### src/design/xks_pkg.sv
`timescale 1ns / 1ps
`default_nettype none

package xks_pkg;

   localparam logic [63:0] FNV_OFFSET_BASIS = 64'hCBF2_9CE4_8422_2325;
   localparam logic [63:0] ZERO_KEY_SUBST   = 64'hA5A5_A5A5_A5A5_A5A5;
   localparam int unsigned XS_SHIFT_A = 12;
   localparam int unsigned XS_SHIFT_B = 25;
   localparam int unsigned XS_SHIFT_C = 27;

   localparam int unsigned CSR_INDEX_W = 2;
   localparam logic [CSR_INDEX_W-1:0] CSR_KEY           = 2'd0;
   localparam logic [CSR_INDEX_W-1:0] CSR_DIRECTION     = 2'd1;
   localparam logic [CSR_INDEX_W-1:0] CSR_EXPECTED_HASH = 2'd2;

   localparam logic DIR_ENCODE = 1'b0;
   localparam logic DIR_DECODE = 1'b1;

   typedef struct packed {
      logic [7:0] data_byte;
      logic       first;
      logic       last;
   } req_type;

   typedef struct packed {
      logic [7:0]  out_byte;
      logic [63:0] running_hash;
      logic        hash_match;
      logic        end_of_string;
   } rsp_type;

   typedef struct packed {
      logic [63:0] key;
      logic        direction;
      logic [63:0] expected_hash;
   } cfg_type;

   typedef struct packed {
      logic [63:0] gen;
      logic [7:0]  idx;
      logic [63:0] hash;
   } state_type;

   // x * 0x100000001B3 as shifts and adds (bits 40, 8, 7, 5, 4, 1, 0)
   function automatic logic [63:0] fnv_mul(input logic [63:0] x);
      logic [63:0] lo;
      lo = (x << 7) + (x << 5) + (x << 4) + (x << 1) + x;
      return (x << 40) + (x << 8) + lo;
   endfunction

endpackage

`default_nettype wire

### src/design/xks_csr.sv
`timescale 1ns / 1ps
`default_nettype none

module xks_csr
   import xks_pkg::*;
(
   input  wire logic                   clock,
   input  wire logic                   reset,
   input  wire logic                   csr_valid,
   output logic                        csr_ready,
   input  wire logic [CSR_INDEX_W-1:0] csr_index,
   input  wire logic [63:0]            csr_data,
   output cfg_type                     cfg
);

   cfg_type cfg_ff;
   cfg_type cfg_in;

   assign csr_ready = 1'b1;
   assign cfg       = cfg_ff;

   always_comb begin
      cfg_in = cfg_ff;
      if (csr_valid) begin
         unique case (csr_index)
            CSR_KEY:           cfg_in.key           = csr_data;
            CSR_DIRECTION:     cfg_in.direction     = csr_data[0];
            CSR_EXPECTED_HASH: cfg_in.expected_hash = csr_data;
            default:           cfg_in               = cfg_ff;
         endcase
      end
   end

   always_ff @(posedge clock) begin
      if (reset) begin
         cfg_ff.key           <= ZERO_KEY_SUBST;
         cfg_ff.direction     <= DIR_ENCODE;
         cfg_ff.expected_hash <= 64'd0;
      end else begin
         cfg_ff <= cfg_in;
      end
   end

endmodule

`default_nettype wire

### src/design/xks_datapath.sv
`timescale 1ns / 1ps
`default_nettype none

module xks_datapath
   import xks_pkg::*;
(
   input  req_type   item,
   input  cfg_type   cfg,
   input  state_type cur,
   output state_type nxt,
   output rsp_type   rsp
);

   logic [63:0] seed;
   state_type   base;
   logic [63:0] xs_a;
   logic [63:0] xs_b;
   logic [63:0] xs_c;
   logic [7:0]  ks;
   logic [7:0]  obyte;
   logic [7:0]  plain;
   logic [63:0] hash_next;

   assign seed = (cfg.key != 64'd0) ? cfg.key : ZERO_KEY_SUBST;

   always_comb begin
      base = cur;
      if (item.first) begin
         base.gen  = seed;
         base.idx  = 8'd0;
         base.hash = FNV_OFFSET_BASIS;
      end
   end

   assign xs_a = base.gen ^ (base.gen >> XS_SHIFT_A);
   assign xs_b = xs_a ^ (xs_a << XS_SHIFT_B);
   assign xs_c = xs_b ^ (xs_b >> XS_SHIFT_C);

   assign ks        = xs_c[7:0] ^ base.idx;
   assign obyte     = item.data_byte ^ ks;
   assign plain     = (cfg.direction == DIR_DECODE) ? obyte : item.data_byte;
   assign hash_next = fnv_mul(base.hash ^ {56'd0, plain});

   always_comb begin
      nxt.gen  = xs_c;
      nxt.idx  = base.idx + 8'd1;
      nxt.hash = hash_next;
   end

   always_comb begin
      rsp.out_byte      = obyte;
      rsp.running_hash  = hash_next;
      rsp.hash_match    = item.last && (hash_next == cfg.expected_hash);
      rsp.end_of_string = item.last;
   end

endmodule

`default_nettype wire

### src/design/xorshift_keystream_string_cipher_core.sv
`timescale 1ns / 1ps
`default_nettype none

// A request is captured in the input register; its result is registered in the
// output register once that is free. Throughput: one request per cycle while the
// result is not stalled; the datapath's generator/hash update is combinational.
// A stalled result keeps one more request in the input register.
// Synchronous reset: empties both registers, loads generator, index, hash
// and configuration with their initial values.
module xorshift_keystream_string_cipher_core
   import xks_pkg::*;
(
   input  wire logic                   clock,
   input  wire logic                   reset,
   input  wire logic                   req_valid,
   output logic                        req_stall,
   input  req_type                     req_data,
   output logic                        rsp_valid,
   input  wire logic                   rsp_stall,
   output rsp_type                     rsp_data,
   input  wire logic                   csr_valid,
   output logic                        csr_ready,
   input  wire logic [CSR_INDEX_W-1:0] csr_index,
   input  wire logic [63:0]            csr_data
);

   cfg_type   cfg;
   logic      in_valid_ff;
   req_type   in_req_ff;
   logic      out_valid_ff;
   rsp_type   out_rsp_ff;
   state_type state_ff;
   state_type state_in;
   rsp_type   rsp_in;
   logic      out_free;
   logic      advance;
   logic      req_take;

   xks_csr u_csr (
      .clock     (clock),
      .reset     (reset),
      .csr_valid (csr_valid),
      .csr_ready (csr_ready),
      .csr_index (csr_index),
      .csr_data  (csr_data),
      .cfg       (cfg)
   );

   xks_datapath u_datapath (
      .item (in_req_ff),
      .cfg  (cfg),
      .cur  (state_ff),
      .nxt  (state_in),
      .rsp  (rsp_in)
   );

   assign out_free  = !out_valid_ff || !rsp_stall;
   assign advance   = in_valid_ff && out_free;
   assign req_stall = in_valid_ff && !out_free;
   assign req_take  = req_valid && !req_stall;

   assign rsp_valid = out_valid_ff;
   assign rsp_data  = out_rsp_ff;

   always_ff @(posedge clock) begin
      if (reset) begin
         in_valid_ff <= 1'b0;
      end else if (req_take) begin
         in_valid_ff <= 1'b1;
      end else if (advance) begin
         in_valid_ff <= 1'b0;
      end
   end

   always_ff @(posedge clock) begin
      if (req_take) begin
         in_req_ff <= req_data;
      end
   end

   always_ff @(posedge clock) begin
      if (reset) begin
         out_valid_ff <= 1'b0;
      end else if (out_free) begin
         out_valid_ff <= in_valid_ff;
      end
   end

   always_ff @(posedge clock) begin
      if (advance) begin
         out_rsp_ff <= rsp_in;
      end
   end

   always_ff @(posedge clock) begin
      if (reset) begin
         state_ff.gen  <= ZERO_KEY_SUBST;
         state_ff.idx  <= 8'd0;
         state_ff.hash <= FNV_OFFSET_BASIS;
      end else if (advance) begin
         state_ff <= state_in;
      end
   end

   a_first_restarts_index: assert property (@(posedge clock) disable iff (reset)
      advance && in_req_ff.first |=> state_ff.idx == 8'd1)
      else $error("index not restarted by first byte");

   a_state_holds_when_idle: assert property (@(posedge clock) disable iff (reset)
      !advance |=> $stable(state_ff))
      else $error("string state changed without a request");

   a_match_only_on_last: assert property (@(posedge clock) disable iff (reset)
      out_valid_ff && out_rsp_ff.hash_match |-> out_rsp_ff.end_of_string)
      else $error("hash match flagged before end of string");

   a_generator_nonzero: assert property (@(posedge clock) disable iff (reset)
      state_ff.gen != 64'd0)
      else $error("generator state became zero");

   a_held_request_kept: assert property (@(posedge clock) disable iff (reset)
      in_valid_ff && !out_free |=> in_valid_ff && $stable(in_req_ff))
      else $error("held request lost while result stalled");

endmodule

`default_nettype wire

### config.mk
export PLATFORM = sky130hd
export DESIGN_NAME = xorshift_keystream_string_cipher_core
export DESIGN_NICKNAME = d
export VERILOG_FILES = /design/src/design/xks_pkg.sv /design/src/design/xks_csr.sv /design/src/design/xks_datapath.sv /design/src/design/xorshift_keystream_string_cipher_core.sv
export SDC_FILE = /design/constraint.sdc
export NUM_CORES = 2
export LEC_CHECK = 0
export ABC_AREA = 1
export BUFFER_PORTS_ARGS = -buffer_cell sky130_fd_sc_hd__buf_2
export CORE_ASPECT_RATIO = 1.5
export CORE_MARGIN = 2
export CORE_UTILIZATION = 55
export CTS_BUF_LIST = sky130_fd_sc_hd__clkbuf_16
export DETAILED_ROUTE_END_ITERATION = 7
export HOLD_SLACK_MARGIN = 0.05
export PLACE_DENSITY_LB_ADDON = 0.3
export RECOVER_POWER = 100
export SLEW_MARGIN = 0
export SYNTH_ARGS = -nofsm -noshare
export SYNTH_HDL_FRONTEND = slang
export SYNTH_SLANG_ARGS = --single-unit
### constraint.sdc
create_clock -name clock -period 8.94 [get_ports clock]
set_clock_uncertainty 0.2 [all_clocks]
set_input_delay 1.341 -clock clock [delete_from_list [all_inputs] [get_ports clock]]
set_output_delay 1.341 -clock clock [all_outputs]
set_load 0.01 [all_outputs]
==> results.md <==
* Status: finished with violations
* Failing checks: capacitance limit, slew limit
* Die X at 190 um
* Max Buffers Root-to-Sink at 3
* Pin count of the biggest net entering global routing at 95
* Clock sinks at between 300 and 400
* Initial antenna violation count at 3
* Ant. Diodes at 0
* R2r setup slk at slightly above 0.4 ns
* Synth warn at 0
* HP Class: reg -> reg
* Setup-failing EPs final at 0
* M3 GR Usage at 5.38%
* Routability cong. at between 1 and 1.5
* Reg area at 7870 um^2
* Clock latency on the worst-skew pair at 0.60 ns
* Via density at between 5 and 6
* WHS Path Cells at 2
* Measured slew at the worst slew-check pin at 4.26 ns
* CTS tree: yes
* IO Count at 158
* Row Count at between 100 and 150
* Worst hold endpoint: state_ff[7]$_SDFFE_PP0P_
* Final Cell Area at a little over 30000 um^2
* Slew Viols, Final at approximately 490
* Worst Setup End Kind: flop
* Vias in the first global route at 25900
* Cells after Synth at ~3900
* Clk root buf: clkbuf_16
* Netlist cell types at between 50 and 60
* Sequential-to-total area share from yosys stat at between 20% and 30%
* Hold_sp: state_ff[7]$_SDFFE_PP0P_
* Worst endpoint required time at 9.19 ns
* Slowest CP cell: nor3_1
* Deepest level of the CTS H-tree at 2
* Final Hold Viols at 0
* Fmax at 117 MHz
* FF+latch count, synth at 351
* CP dominant cell by count: nand2_1
* Starting density of the core at 55.5%
* Syn Std Cell Area at 28600 um^2
* Worst relative slew slack at -184%
* Final Critical Period at around 8.5 ns
* Worst r2r src: u_csr.cfg[113]$_SDFFE_PP1P_
* Final WL at 102000 um
* Die height at about 280 um
* Critical path class: reg -> reg
* Worst-path clk slew at 0.08 ns
* Cell family with most CP delay: simple AND/OR/NAND/NOR gates
* Critical path depth at 44
* Setup crit start kind: flop
* Total Routing Usage GR at 38.4%
* 1st-iter DRT viols at 1946
* Multi-input gate area at 17700 um^2
* Worst R2R End: rsp_data[1]$_DFFE_PP_
* M2 GR Usage at between 60% and 70%
* Tcrit/Tclk final at 95.4%
* Avg WL per Cell at 21.8 um
* Fillers at 4891
* Detail Placement HPWL at between 80000 and 90000 um
* Antenna Nets Post-Route at 0
* Final nets at about 4400
* Max Cap Viol at 8
* Mapped Avg Cell Area at 7.37 um^2
* Die area at 53800 um^2
* Placed Area at 30000 um^2
* Share of post-route cells with drive strength above 1 at 7.49%
* Grt ovf at 0
* DRC viols at 0
* Most used routing layer in global routing: met2
* CP Buf/Inv Count at 4
* Router iterations before antenna repair at 7
* Final TNS setup at 0 ns
* Crit path max fanout at 15
* Core area at about 50000 um^2
* R2R depth at 44
* RSZ-0062 raised after global routing: no
* Area growth, synth to finish at 8.70%
* IO buf count at 156
* Slowest Stage Delay on Critical Path at 0.75 ns
* WP data arrival at 8.78 ns
* Met1 Use GR at 42.0%
* Via count at 25900
* Total CTS buffers at 38
* First-pass GRT wire length at 152000 um
* Synthesized net count at 4303
-- worst reg2reg max path: cells and delay by family (launching register included) --
family                   cells  cell delay (ns)
adder cells (fa/ha/maj)      5             2.19
AND/OR/NAND/NOR             34             5.13
flip-flops                   1             0.33
AO/OA/AOI/OAI                1             0.16
buffers and inverters        4             0.38
-- cells by family (layout without fill, tap and decap cells) --
logic type	count (synthesis)	in the layout	synth area share, %
simple gates	1704	1704	25.3
buf+inv	796	942	10.7
compound gates	529	529	9.72
flops	351	351	27.5
fa+ha+maj	347	347	21.4
xor+xnor	142	142	5.16
mux	5	5	0.175
other cells	1	1	0.0131
-- synth_stat cells (all sizes together) --
cell type  instances  area, um^2
fa               236        4720
dfxtp            267        5350
ha               111        1390
xor3               5         119
o22ai              4        25.0
nor3              14        75.1
nand4             23         144
a21oi            223        1120
a21boi             4        30.0
clkinv             1        3.75
a21o               3        22.5
and3               1        6.26
xor2              91         805
nand3            253        1320
and2               1        6.26
xnor2             36         323
nor4               2        12.5
o21ai            257        1290
inv              679        2550
buf               30         174
mux2i              5        50.1
or2               38         238
o311a              1        10.0
o221ai             4        35.0
o21bai            15         113
clkbuf            86         325
o21a               4        30.0
nand3b            15         113
nand2            896        3570
o211a              1        10.0
edfxtp            84        2520
o211ai             9        67.6
a31oi              4        25.0
nor2             459        1730
nor3b              2        15.0
xnor3             10         226
conb               1        3.75
-- per-stage QoR --
step	util, %	instances	hold slack (ns)	setup WS [ns]
after floorplan	-	3875	0.220	2.55
after global placement	58.3	4627	0.242	0.204
after detailed placement	58.3	4627	0.244	0.118
after CTS	60.6	4697	0.254	0.129
after global routing	60.4	4697	0.279	0.0180
final	60.4	4697	0.253	0.409
-- placed cells by master, fill, tap and decap left out, types with 6 or more instances in the layout --
| cell type | count |
|---|---|
| a21oi_1 | 223 |
| buf_2 | 78 |
| buf_4 | 24 |
| clkbuf_1 | 87 |
| clkbuf_16 | 38 |
| clkinv_1 | 7 |
| dfxtp_1 | 267 |
| edfxtp_1 | 84 |
| fa_1 | 236 |
| ha_1 | 111 |
| inv_1 | 680 |
| inv_2 | 6 |
| nand2_1 | 823 |
| nand2_2 | 67 |
| nand2_4 | 6 |
| nand3_1 | 244 |
| nand3_2 | 9 |
| nand3b_1 | 15 |
| nand4_1 | 23 |
| nor2_1 | 452 |
| nor3_1 | 11 |
| o211ai_1 | 9 |
| o21ai_0 | 248 |
| o21ai_1 | 7 |
| o21bai_1 | 15 |
| or2_2 | 36 |
| xnor2_1 | 35 |
| xnor3_1 | 9 |
| xor2_1 | 90 |
-- cell type report --
| type | instances | area share [%] |
|---|---|---|
| Inverter | 680 | 8.23 |
| Clock inverter | 32 | 0.729 |
| Timing Repair Buffer | 192 | 2.99 |
| Multi-Input combinational cell | 2728 | 56.9 |
| Sequential cell | 351 | 25.3 |
| Tap cell | 676 | 2.72 |
| Clock buffer | 38 | 3.06 |
-- how the worst max path moves through the flow --
stage	from	endpoint
6_report	u_csr.cfg[113]$_SDFFE_PP1P_	rsp_data[1]$_DFFE_PP_
5_1_grt	u_csr.cfg[113]$_SDFFE_PP1P_	rsp_data[1]$_DFFE_PP_
4_1_cts	u_csr.cfg[113]$_SDFFE_PP1P_	rsp_data[1]$_DFFE_PP_
3_5_place_dp	u_csr.cfg[113]$_SDFFE_PP1P_	rsp_data[1]$_DFFE_PP_
3_3_place_gp	u_csr.cfg[113]$_SDFFE_PP1P_	rsp_data[1]$_DFFE_PP_
2_1_floorplan	in_req_ff[1]$_DFFE_PP_	rsp_data[1]$_DFFE_PP_
-- routing by layer --
metal	share of wire [%]	vias up
met5	0.025	-
met4	11	4
met3	6.4	393
met2	48	1107
met1	35	12100
li1	-	12300
-- sequential cells by signal (all words and copies together) (netlist names) --
signal       flops
u_csr.cfg      129
in_valid_ff      1
rsp_valid        1
rsp_data        74
in_req_ff       10
state_ff       136
-- timing repair --
action	in CTS	in global routing
hold buffers	0	0
resized for setup	0	9
setup buffers	0	0
endpoints found under the setup margin	0	1
Power is left out: the tool's default activity adds up to more than one toggle a clock period on the data nets, which glitch-free logic cannot reach.
